--- src/rtl/core/dcwf_pkg.sv ---
// shared types and constants for the dds channel write framer
// no dependencies; imported by every module of the block
package dcwf_pkg;

   // command kinds
   typedef enum logic [1:0] {
      FUNC_FREQ  = 2'd0,
      FUNC_AMPL  = 2'd1,
      FUNC_PHASE = 2'd2,
      FUNC_NONE  = 2'd3
   } func_type;

   // range limits and fallback values
   localparam logic [31:0] FREQ_MAX      = 32'd500000000;
   localparam logic [31:0] FREQ_FALLBACK = 32'd114514;
   localparam logic [8:0]  AMPL_MAX      = 9'd511;
   localparam logic [8:0]  AMPL_FALLBACK = 9'd114;
   localparam logic [31:0] PHASE_LIMIT   = 32'd16383;

   // register addresses of the dds serial port
   localparam logic [7:0] ADDR_SELECT = 8'h00;
   localparam logic [7:0] ADDR_FREQ   = 8'h04;
   localparam logic [7:0] ADDR_PHASE  = 8'h05;
   localparam logic [7:0] ADDR_AMPL   = 8'h06;
   localparam logic [7:0] CH_ENABLE   = 8'h10;

   // tuning scale register
   localparam int          SCALE_W     = 40;
   localparam logic [39:0] SCALE_RESET = 40'd36893488147;

   // queue between front and back
   localparam int QUEUE_DEPTH = 4;
   localparam int QUEUE_AW    = $clog2(QUEUE_DEPTH);

   // byte slots of one command
   typedef enum logic [2:0] {
      SLOT_SEL   = 3'd0,
      SLOT_EN    = 3'd1,
      SLOT_ADDR  = 3'd2,
      SLOT_DATA0 = 3'd3,
      SLOT_DATA1 = 3'd4,
      SLOT_DATA2 = 3'd5,
      SLOT_DATA3 = 3'd6
   } slot_type;

   // one classified command, data right aligned
   typedef struct packed {
      func_type    func;
      logic        ch_ok;
      logic [1:0]  ch;
      logic        err;
      logic [31:0] data;
   } cmd_type;

   // push side of the queue
   typedef struct packed {
      logic    valid;
      cmd_type cmd;
   } push_type;

   // number of data bytes of a command kind
   function automatic logic [2:0] data_bytes(input func_type f);
      logic [2:0] n;
      unique case (f)
         FUNC_FREQ:  n = 3'd4;
         FUNC_AMPL:  n = 3'd3;
         FUNC_PHASE: n = 3'd2;
         default:    n = 3'd0;
      endcase
      return n;
   endfunction

endpackage

--- src/rtl/core/dcwf_front.sv ---
// front: accepts commands, clamps values, forms the tuning word
// depends on dcwf_pkg; feeds dcwf_queue
module dcwf_front
   import dcwf_pkg::*;
(
   input  logic               clock,
   input  logic               reset,
   input  logic               req_valid,
   output logic               req_stall,
   input  logic [1:0]         req_func,
   input  logic [3:0]         req_channel,
   input  logic [31:0]        req_value,
   input  logic               csr_wr_en,
   input  logic [SCALE_W-1:0] csr_wr_data,
   input  logic               queue_full,
   output push_type           push
);

   logic [SCALE_W-1:0] scale_ff;
   logic               a_valid_ff, a_valid_in;
   cmd_type            a_cmd_ff;
   cmd_type            a_cmd_in;
   logic               b_valid_ff, b_valid_in;
   cmd_type            b_cmd_ff;
   logic [63:0]        b_prod_lo_ff;
   logic [39:0]        b_prod_hi_ff;
   logic               adv_a, adv_b, accept;
   func_type           func;
   logic [8:0]         ampl;
   logic [31:0]        word;

   // tuning scale register
   always_ff @(posedge clock) begin
      if (reset) begin
         scale_ff <= SCALE_RESET;
      end else if (csr_wr_en) begin
         scale_ff <= csr_wr_data;
      end
   end

   // pipeline flow, stall only when the queue is full
   assign adv_b     = !b_valid_ff || !queue_full;
   assign adv_a     = !a_valid_ff || adv_b;
   assign req_stall = !adv_a;
   assign accept    = req_valid && adv_a;
   assign func      = func_type'(req_func);

   // classify and clamp
   always_comb begin
      a_cmd_in       = '0;
      a_cmd_in.func  = func;
      a_cmd_in.ch    = req_channel[1:0];
      a_cmd_in.ch_ok = (req_channel < 4'd4);
      a_cmd_in.err   = (req_channel > 4'd3);
      a_cmd_in.data  = req_value;
      ampl           = req_value[8:0];
      unique case (func)
         FUNC_FREQ: begin
            if (req_value == 32'd0 || req_value > FREQ_MAX) begin
               a_cmd_in.data = FREQ_FALLBACK;
               a_cmd_in.err  = 1'b1;
            end
         end
         FUNC_AMPL: begin
            if (req_value > {23'd0, AMPL_MAX}) begin
               ampl         = AMPL_FALLBACK;
               a_cmd_in.err = 1'b1;
            end
            // value doubled, bit 12 set
            a_cmd_in.data = {19'd0, 1'b1, 2'd0, ampl, 1'b0};
         end
         FUNC_PHASE: begin
            if (req_value > PHASE_LIMIT) begin
               a_cmd_in.data = PHASE_LIMIT;
               a_cmd_in.err  = 1'b1;
            end
         end
         default: begin
            a_cmd_in.data = req_value;
         end
      endcase
   end

   // stage a: classified command; unused kind is dropped here
   assign a_valid_in = adv_a ? (accept && func != FUNC_NONE) : a_valid_ff;

   always_ff @(posedge clock) begin
      if (reset) begin
         a_valid_ff <= 1'b0;
      end else begin
         a_valid_ff <= a_valid_in;
      end
   end

   always_ff @(posedge clock) begin
      if (adv_a) begin
         a_cmd_ff <= a_cmd_in;
      end
   end

   // stage b: partial products of frequency times scale
   assign b_valid_in = adv_b ? a_valid_ff : b_valid_ff;

   always_ff @(posedge clock) begin
      if (reset) begin
         b_valid_ff <= 1'b0;
      end else begin
         b_valid_ff <= b_valid_in;
      end
   end

   always_ff @(posedge clock) begin
      if (adv_b) begin
         b_cmd_ff     <= a_cmd_ff;
         b_prod_lo_ff <= 64'(a_cmd_ff.data) * 64'(scale_ff[31:0]);
         b_prod_hi_ff <= 40'(a_cmd_ff.data) * 40'(scale_ff[39:32]);
      end
   end

   // tuning word, kept mod 2^32
   assign word = b_prod_hi_ff[31:0] + b_prod_lo_ff[63:32];

   always_comb begin
      push.valid = b_valid_ff && !queue_full;
      push.cmd   = b_cmd_ff;
      if (b_cmd_ff.func == FUNC_FREQ) begin
         push.cmd.data = word;
      end
   end

endmodule

--- src/rtl/core/dcwf_queue.sv ---
// small queue of classified commands between front and back
// depends on dcwf_pkg
module dcwf_queue
   import dcwf_pkg::*;
(
   input  logic     clock,
   input  logic     reset,
   input  push_type push,
   output logic     full,
   input  logic     pop,
   output logic     head_valid,
   output cmd_type  head
);

   cmd_type              mem [QUEUE_DEPTH];
   logic [QUEUE_AW-1:0]  wr_ptr_ff, rd_ptr_ff;
   logic [QUEUE_AW:0]    count_ff, count_in;
   logic                 do_pop;

   assign full       = (count_ff == (QUEUE_AW+1)'(QUEUE_DEPTH));
   assign head_valid = (count_ff != '0);
   assign head       = mem[rd_ptr_ff];
   assign do_pop     = pop && head_valid;

   // storage write
   always_ff @(posedge clock) begin
      if (push.valid) begin
         mem[wr_ptr_ff] <= push.cmd;
      end
   end

   // pointers and fill count
   always_comb begin
      count_in = count_ff;
      if (push.valid && !do_pop) begin
         count_in = count_ff + 1'b1;
      end else if (!push.valid && do_pop) begin
         count_in = count_ff - 1'b1;
      end
   end

   always_ff @(posedge clock) begin
      if (reset) begin
         wr_ptr_ff <= '0;
         rd_ptr_ff <= '0;
         count_ff  <= '0;
      end else begin
         count_ff <= count_in;
         if (push.valid) begin
            wr_ptr_ff <= wr_ptr_ff + 1'b1;
         end
         if (do_pop) begin
            rd_ptr_ff <= rd_ptr_ff + 1'b1;
         end
      end
   end

endmodule

--- src/rtl/core/dcwf_back.sv ---
// back: walks the byte slots of one command and drives the output word
// depends on dcwf_pkg; takes commands from dcwf_queue
module dcwf_back
   import dcwf_pkg::*;
(
   input  logic        clock,
   input  logic        reset,
   input  logic        head_valid,
   input  cmd_type     head,
   output logic        pop,
   output logic        rsp_valid,
   input  logic        rsp_stall,
   output logic [7:0]  rsp_spi_byte,
   output logic        rsp_is_address,
   output logic        rsp_frame_end,
   output logic        rsp_update_pulse,
   output logic        rsp_error,
   output logic        rsp_last
);

   cmd_type    cur_ff;
   logic       busy_ff, busy_in;
   slot_type   slot_ff, slot_in;
   logic       out_valid_ff, out_valid_in;
   logic [7:0] byte_ff, byte_in;
   logic       addr_ff, addr_in;
   logic       fend_ff, fend_in;
   logic       upd_ff, upd_in;
   logic       err_ff;
   logic       last_ff, last_in;
   logic       emit, load;
   logic [2:0] n, idx, sel;

   // one byte leaves when the output register is free
   assign emit = busy_ff && (!out_valid_ff || !rsp_stall);
   assign n    = data_bytes(cur_ff.func);
   assign idx  = 3'(slot_ff) - 3'(SLOT_DATA0);
   assign sel  = n - 3'd1 - idx;

   // byte of the current slot
   always_comb begin
      byte_in = '0;
      addr_in = 1'b0;
      fend_in = 1'b0;
      upd_in  = 1'b0;
      last_in = 1'b0;
      unique case (slot_ff)
         SLOT_SEL: begin
            byte_in = ADDR_SELECT;
            addr_in = 1'b1;
         end
         SLOT_EN: begin
            byte_in = CH_ENABLE << cur_ff.ch;
            fend_in = 1'b1;
         end
         SLOT_ADDR: begin
            addr_in = 1'b1;
            case (cur_ff.func)
               FUNC_FREQ:  byte_in = ADDR_FREQ;
               FUNC_AMPL:  byte_in = ADDR_AMPL;
               default:    byte_in = ADDR_PHASE;
            endcase
         end
         default: begin
            case (sel[1:0])
               2'd0:    byte_in = cur_ff.data[7:0];
               2'd1:    byte_in = cur_ff.data[15:8];
               2'd2:    byte_in = cur_ff.data[23:16];
               default: byte_in = cur_ff.data[31:24];
            endcase
            fend_in = (sel == 3'd0);
            upd_in  = (sel == 3'd0);
            last_in = (sel == 3'd0);
         end
      endcase
   end

   // take the next command as the current one finishes
   assign load = head_valid && (!busy_ff || (emit && last_in));
   assign pop  = load;

   always_comb begin
      busy_in = busy_ff;
      slot_in = slot_ff;
      if (emit) begin
         slot_in = slot_type'(3'(slot_ff) + 3'd1);
         if (last_in) begin
            busy_in = 1'b0;
         end
      end
      if (load) begin
         busy_in = 1'b1;
         slot_in = head.ch_ok ? SLOT_SEL : SLOT_ADDR;
      end
   end

   always_ff @(posedge clock) begin
      if (reset) begin
         busy_ff <= 1'b0;
         slot_ff <= SLOT_SEL;
      end else begin
         busy_ff <= busy_in;
         slot_ff <= slot_in;
      end
   end

   always_ff @(posedge clock) begin
      if (load) begin
         cur_ff <= head;
      end
   end

   // output word register
   assign out_valid_in = emit ? 1'b1 : (out_valid_ff && rsp_stall);

   always_ff @(posedge clock) begin
      if (reset) begin
         out_valid_ff <= 1'b0;
      end else begin
         out_valid_ff <= out_valid_in;
      end
   end

   always_ff @(posedge clock) begin
      if (emit) begin
         byte_ff <= byte_in;
         addr_ff <= addr_in;
         fend_ff <= fend_in;
         upd_ff  <= upd_in;
         err_ff  <= cur_ff.err;
         last_ff <= last_in;
      end
   end

   assign rsp_valid        = out_valid_ff;
   assign rsp_spi_byte     = byte_ff;
   assign rsp_is_address   = addr_ff;
   assign rsp_frame_end    = fend_ff;
   assign rsp_update_pulse = upd_ff;
   assign rsp_error        = err_ff;
   assign rsp_last         = last_ff;

endmodule

--- src/rtl/core/dds_channel_write_framer_top.sv ---
// first byte path: front stages a and b, queue, back command and output registers
// throughput: one byte word per cycle unless rsp_stall; a command is 3 to 7 bytes
//   from the byte sequencer (one or two frames, up to seven bytes); commands queue
// reset: synchronous, clears all valid state and restores the default scale
// depends on dcwf_pkg, dcwf_front, dcwf_queue, dcwf_back
module dds_channel_write_framer_top
   import dcwf_pkg::*;
(
   input  logic               clock,
   input  logic               reset,
   input  logic               req_valid,
   output logic               req_stall,
   input  logic [1:0]         req_func,
   input  logic [3:0]         req_channel,
   input  logic [31:0]        req_value,
   output logic               rsp_valid,
   input  logic               rsp_stall,
   output logic [7:0]         rsp_spi_byte,
   output logic               rsp_is_address,
   output logic               rsp_frame_end,
   output logic               rsp_update_pulse,
   output logic               rsp_error,
   output logic               rsp_last,
   input  logic               csr_wr_en,
   input  logic [SCALE_W-1:0] csr_wr_data
);

   push_type push;
   logic     queue_full;
   logic     pop;
   logic     head_valid;
   cmd_type  head;

   // front: classify and compute
   dcwf_front u_front (
      .clock       (clock),
      .reset       (reset),
      .req_valid   (req_valid),
      .req_stall   (req_stall),
      .req_func    (req_func),
      .req_channel (req_channel),
      .req_value   (req_value),
      .csr_wr_en   (csr_wr_en),
      .csr_wr_data (csr_wr_data),
      .queue_full  (queue_full),
      .push        (push)
   );

   // command queue
   dcwf_queue u_queue (
      .clock      (clock),
      .reset      (reset),
      .push       (push),
      .full       (queue_full),
      .pop        (pop),
      .head_valid (head_valid),
      .head       (head)
   );

   // back: byte sequencer
   dcwf_back u_back (
      .clock            (clock),
      .reset            (reset),
      .head_valid       (head_valid),
      .head             (head),
      .pop              (pop),
      .rsp_valid        (rsp_valid),
      .rsp_stall        (rsp_stall),
      .rsp_spi_byte     (rsp_spi_byte),
      .rsp_is_address   (rsp_is_address),
      .rsp_frame_end    (rsp_frame_end),
      .rsp_update_pulse (rsp_update_pulse),
      .rsp_error        (rsp_error),
      .rsp_last         (rsp_last)
   );

endmodule
--- config.mk ---
export PLATFORM = sky130hd
export DESIGN_NAME = dds_channel_write_framer_top
export DESIGN_NICKNAME = d
export VERILOG_FILES = /design/src/rtl/core/dcwf_pkg.sv /design/src/rtl/core/dcwf_front.sv /design/src/rtl/core/dcwf_queue.sv /design/src/rtl/core/dcwf_back.sv /design/src/rtl/core/dds_channel_write_framer_top.sv
export SDC_FILE = /design/constraint.sdc
export NUM_CORES = 2
export LEC_CHECK = 0
export ABC_AREA = 1
export BUFFER_PORTS_ARGS = -buffer_cell sky130_fd_sc_hd__buf_4
export CELL_PAD_IN_SITES_DETAIL_PLACEMENT = 1
export CELL_PAD_IN_SITES_GLOBAL_PLACEMENT = 2
export CORE_UTILIZATION = 25
export CTS_BUF_LIST = sky130_fd_sc_hd__clkbuf_2 sky130_fd_sc_hd__clkbuf_4 sky130_fd_sc_hd__clkbuf_8
export CTS_CLUSTER_SIZE = 25
export DETAILED_ROUTE_END_ITERATION = 10
export HOLD_SLACK_MARGIN = 0.15
export PLACE_DENSITY_LB_ADDON = 0.3
export SYNTH_ARGS = -nofsm -noshare
export SYNTH_HDL_FRONTEND = slang
export SYNTH_SLANG_ARGS = --single-unit
export TNS_END_PERCENT = 10
--- constraint.sdc ---
create_clock -name clock -period 10 [get_ports clock]
set_input_delay 1 -clock clock [delete_from_list [all_inputs] [get_ports clock]]
set_output_delay 1 -clock clock [all_outputs]
set_load 0.01 [all_outputs]
## Word-level counts from Yosys, hierarchy flattened

Memories as Yosys holds them, arrays and structs flattened. A register that Yosys moved wholly into a read port is not among the register bits.
Cells that the tools add are included.

| storage, ports and cells | value |
|---|---|
| bits in registers | 275 |
| memories | 1 |
| logic and storage cells | 123 |
| memory bits (writable) | 152 |

Memory list:

| memory | words | width | read ports | clocked after Yosys merged registers in | wr ports | line | text |
|---|---|---|---|---|---|---|---|
| u_queue.mem | 4 | 38 | 1 | 1 | 1 | dcwf_queue.sv:15 | `cmd_type mem [QUEUE_DEPTH];` |

| operators by class | value |
|---|---|
| shifts and indexed selects | 1 |
| multiplexer cells | 27 |
| reduce and logical (&&, ||, !) cells | 38 |
| multiply operators | 2 |
| $add $sub $neg | 9 |
| equality and inequality tests | 10 |
| order comparisons | 5 |

Operators by type and width:

| kind | number |
|---|---|
| 32-bit one-hot mux with 3 select lines | 1 |
| 33-bit 2-to-1 mux | 2 |
| 32-bit by 32-bit multiplier with 64-bit output | 1 |
| 8-bit one-hot mux with 3 select lines | 2 |
| 32-bit adder | 1 |
| 32-bit by 14-bit > comparator with 1-bit output (second input constant) | 1 |
| 32-bit by 29-bit > comparator with 1-bit output (second input constant) | 1 |
| 32-bit by 9-bit > comparator with 1-bit output (second input constant) | 1 |
| 32-bit zero test | 1 |
| 32-bit by 8-bit multiplier with 32-bit output | 1 |
| 32-bit 2-to-1 mux | 1 |
| 3-bit 2-to-1 mux | 4 |
| 1-bit logical AND | 10 |
| 1-bit zero test | 9 |
| 1-bit 2-to-1 mux | 9 |
| 9-bit 2-to-1 mux | 1 |
| 3-bit one-hot mux with 3 select lines | 1 |
| 2-bit zero test | 4 |
| 5-bit by 2-bit << shifter with 8-bit output (first input constant) | 1 |
| 3-bit by 1-bit adder with 3-bit output (second input constant) | 2 |
| 2-bit by 1-bit equality test with 1-bit output (second input constant) | 3 |
| 2-bit equality test (second input constant) | 3 |
| 3-bit zero test | 2 |
| 2-bit 2-to-1 mux | 3 |
| other kinds (19) | 27 |

## Logic depth before layout (Yosys ltp)

| depth | value |
|---|---|
| word-level depth | 13 |
| gate-level depth with buffers | 33 |
| mapped depth without buffers | 31 |

## Cells and area by module

From an unflattened synthesis, not the netlist that was laid out.

| unflattened totals | value |
|---|---|
| cell total of the unflattened synthesis | 7326 |
| area total of the unflattened synthesis | 59338.2 um^2 |

Modules (own cells, without submodules):

| module | times used | cells an instance | area each (um^2) | sequential area each (um^2) |
|---|---|---|---|---|
| dcwf_front | 1 | 6714 | 50953.9 | 5044.8 |
| dcwf_queue | 1 | 431 | 6102.1 | 4744.6 |
| dcwf_back | 1 | 181 | 2282.2 | 1571.5 |

## Worst setup path before layout

Ideal clock, no wire load.

| timing path | value |
|---|---|
| kind | register to register |
| from | register u_front.a_cmd_ff[24] in the netlist's numbering |
| to | register u_front.b_prod_lo_ff[50], data pin |
| library setup time | 0.252 ns |
| stages on the path, launching flop included | 27 |
| path slack | 3.441 ns |
| buffers on the path | 2 |
| clock period less this slack | 6.559 ns |
| arrival time | 6.307 ns |
| cells stage by stage | edfxtp_1 clkbuf_1 buf_1 nand2_1 fa_1 fa_1 fa_1 fa_1 inv_1 fa_1 fa_1 fa_1 inv_1 fa_1 inv_1 ha_1 nand2_1 nor2_1 inv_1 nor2_1 inv_1 nor2_1 inv_1 nor3_1 nand2_1 nand3_1 nand2_1 |

| between the ends | value |
|---|---|
| word-level cells in the longest chain between the ends | 1 |

RTL lines:

| what | line | text |
|---|---|---|
| start: declaration | dcwf_front.sv:21 | `cmd_type a_cmd_ff;` |
| start signal: assignment | dcwf_front.sv:97 | `a_cmd_ff <= a_cmd_in;` |
| 32-bit by 32-bit multiplier with 64-bit output | dcwf_front.sv:115 | `b_prod_lo_ff <= 64'(a_cmd_ff.data) * 64'(scale_ff[31:0]);` |
| end signal: assignment | dcwf_front.sv:115 |  |
| end: declaration | dcwf_front.sv:25 | `logic [63:0] b_prod_lo_ff;` |

Every way passes these cells.
A chain may end at the register's enable or synchronous reset.

## Worst setup path after layout

| timing path | value |
|---|---|
| from | register u_front.a_cmd_ff[21] in the netlist's numbering |
| to | register u_front.b_prod_lo_ff[61], data pin |

Same word-level chain as after synthesis.

==> out/qor.csv <==
metric;value;unit
worst hold-check path type;input port to flop;
vias in the first global route;51499;
worst hold path depth;1;
Slew headroom;22.2;%
setup_tns;0;ns
Worst Hold Launch;req_channel[0];
Clk Latency, worst-skew pair;0.82;ns
DRC viols;0;
period utilisation layout;84.6;%
EDFF count, synth;341;
Yosys warning count;0;
net count reported at finish;8754;
width of the chip;488;µm
RSZ-0062 raised after global routing;no;
predominant post-synthesis flop cell;edfxtp_1;
Crit Path Class;flop to flop;
Clock Sinks;397;
Vias;45850;
crit end category;flop;
num rows;178;
Worst setup SP type;flop;
Yosys reg bits;397;
drt pass-1 iters;5;
Root Buffer;clkbuf_8;
CTS hold repair buffers;0;
Reg clk slew, reported paths;0.06;ns
I/O pin cnt;98;
final antenna-violating net count;0;
first-pass GRT wire length;332000;µm
Initial Util;25.1;%
worst reg2reg setup slack;1.54;ns
Clock Skew;0.0724;ns
largest net degree at the start of global routing;77;
most common cell after layout, fill and taps aside;inv_1;
setup bufs post-CTS;0;
Final HPWL DP;177000;µm
global-route usage over all layers;18.7;%
distinct cell type count after synthesis;49;
register area share after synthesis;19.2;%
routability cong.;0.867;
syn_nets;8780;
status;complete, no violations;
Hold WS;0.376;ns
H-tree depth;3;
worst r2r dst;u_front.b_prod_lo_ff[61]$_DFFE_PP_;
Post-Route WL;219000;µm
FMAX;0.118;GHz
routed len/inst;20.9;µm
post-synthesis cell area;59100;µm²
count of input and output buffers;97;
Hold Fails Final Rpt;0;
WP data arrival;8.94;ns
GRT overflow;0;
DR vias/cell;4.37;
Slew Viols, Final;0;
Avg Cell Area, Syn;8.10;µm²
Setup-failing EPs final;0;
share of layout cells above drive strength 1;5.13;%
initial antenna violation count;6;
commonest non-fill, non-tap cells in the layout;2008 x inv_1, 1901 x nand2_1, 1053 x fa_1, 389 x nor2_1, 346 x ha_1;
DR iter-0 viols;1915;
Async SR Flop Fraction;0;%
Num CTS Buffers;80;
Mapped Cells;7298;
area of the core;235000;µm²
CP max FO;17;
R2R cell count;26;
max_cap viols;0;
Req. time, crit path;10.49;ns
Hold EP;u_front.a_cmd_ff[33]$_DFFE_PN_;
Final min period;8.46;ns
cts repair resizes;0;
CTS Buffer Depth;3;
die footprint;238000;µm²
reg2reg start;u_front.a_cmd_ff[21]$_DFFE_PN_;
CTS tree;done;
Area growth syn-to-layout;10.2;%
die height;488;µm
actual slew at the worst max-slew pin;1.17;ns
==> worst max-delay path, cell delays in order, from the launching register on <==
cell      delay, ns
edfxtp_1       1.07
buf_4          0.44
buf_4          0.30
nand2_1        0.09
inv_1          0.08
fa_1           0.44
fa_1           0.50
inv_1          0.07
fa_1           0.45
fa_1           0.54
inv_1          0.05
fa_1           0.61
fa_1           0.46
fa_1           0.49
inv_1          0.06
fa_1           0.48
inv_1          0.04
ha_1           0.41
nand2_1        0.14
nor2_1         0.18
inv_1          0.09
nor2_1         0.49
nand2_1        0.15
nor2_1         0.13
nand2_1        0.09
nand3_1        0.11
nand2_1        0.10
==> registers in the layout, summed over array words and instances, names as in the netlist, named ones only <==
| signal | flops |
|---|---|
| u_front.b_cmd_ff | 32 |
| u_front.b_valid_ff | 1 |
| u_front.push | 6 |
| u_back.slot_ff | 3 |
| u_front.a_valid_ff | 1 |
| u_back.rsp_update_pulse | 1 |
| u_back.rsp_spi_byte | 8 |
| u_front.b_prod_lo_ff | 32 |
| u_back.rsp_valid | 1 |
| u_back.rsp_error | 1 |
| u_queue.rd_ptr_ff | 2 |
| u_front.b_prod_hi_ff | 32 |
| u_back.rsp_frame_end | 1 |
| u_back.busy_ff | 1 |
| u_queue.count_ff | 3 |
| u_queue.mem | 152 |
| u_front.a_cmd_ff | 38 |
| u_back.rsp_is_address | 1 |
| u_front.scale_ff | 40 |
| u_queue.wr_ptr_ff | 2 |
| u_back.cur_ff | 37 |
==> Yosys cell counts (3+ instances only) <==
cell type / instances / area [µm²]
o211ai_1: 5 / 37.5
nand2_4: 3 / 33.8
a22oi_1: 3 / 22.5
ha_1: 346 / 4330
clkbuf_1: 289 / 1080
o21ai_0: 225 / 1130
nand3b_1: 6 / 45.0
xor2_1: 22 / 193
a21o_1: 15 / 113
nor2_1: 393 / 1480
a221oi_1: 4 / 35.0
dfxtp_1: 56 / 1120
o22ai_1: 41 / 257
o21a_1: 8 / 60.1
fa_1: 1053 / 21100
nand3_1: 162 / 811
or2_2: 4 / 25.0
clkinv_1: 3 / 11.3
nand4_1: 39 / 244
nor2_2: 4 / 25.0
nand2_1: 1901 / 7140
buf_2: 6 / 30.0
a31oi_1: 13 / 81.3
o21bai_1: 18 / 135
a21boi_1: 6 / 45.0
a21boi_0: 11 / 82.6
buf_1: 30 / 113
nor4_1: 7 / 43.8
a21oi_1: 190 / 951
xnor2_1: 32 / 280
nor3_1: 32 / 160
inv_1: 2011 / 7550
edfxtp_1: 341 / 10200
==> through the flow <==
step / setup slack (ns) / utilization [%] / cells / area [µm²]
final: 1.54 / 27.7 / 10483 / 65200
after CTS: 1.59 / 27.7 / 10482 / 65200
after floorplan: 3.44 / - / 7298 / 59100
after detailed placement: 1.69 / 27.0 / 10340 / 63500
after global routing: 1.23 / 27.7 / 10483 / 65200
after global placement: 1.67 / 27.0 / 10340 / 63500
==> worst max path at each step <==
stage	from	endpoint	slack [ns]	cells past startpoint
final	u_front.a_cmd_ff[21]$_DFFE_PN_	u_front.b_prod_lo_ff[61]$_DFFE_PP_	1.54	26
after global routing	u_front.a_cmd_ff[21]$_DFFE_PN_	u_front.b_prod_lo_ff[48]$_DFFE_PP_	1.23	26
after CTS	u_front.a_cmd_ff[21]$_DFFE_PN_	u_front.b_prod_lo_ff[61]$_DFFE_PP_	1.59	26
after detailed placement	u_front.a_cmd_ff[21]$_DFFE_PN_	u_front.b_prod_lo_ff[37]$_DFFE_PP_	1.69	26
after global placement	u_front.a_cmd_ff[21]$_DFFE_PN_	u_front.b_prod_lo_ff[51]$_DFFE_PP_	1.67	26
after floorplan	u_front.a_cmd_ff[24]$_DFFE_PN_	u_front.b_prod_lo_ff[50]$_DFFE_PP_	3.44	26
==> kinds of logic (layout without fill, tap and decap cells) <==
kind of cell,Yosys count,count (layout),share of synthesized area [%]
adder cells (fa/ha/maj),1399,1399,43.0
other,0,1,0
XOR/XNOR,54,54,0.800
AND/OR/NAND/NOR,2559,2559,17.0
buffers and inverters,2344,2378,14.9
flip-flops,397,397,19.2
AO/OA/AOI/OAI,545,545,5.06
==> cell type report <==
type	instances	area (µm²)
clock inverter	35	297
antenna	1	2.50
sequential	397	11400
fill	28221	170000
timing repair buffer	219	1670
inverter	2017	7570
tap	3150	3940
multi-input combinational	4557	39000
clock buffer	107	1340
==> per-layer routing <==
metal  vias to the layer above  wire length [µm]  global-route usage, %
met5                         -                 0                      0
met3                       141              5260                   1.42
met1                     23985             97100                   23.9
met4                         0              2940                   3.15
li1                      21213                 -                      -
met2                       511            114000                   34.4
Power is not shown: default switching activity piles up to over one toggle a cycle in this logic, so the estimate is an artifact.
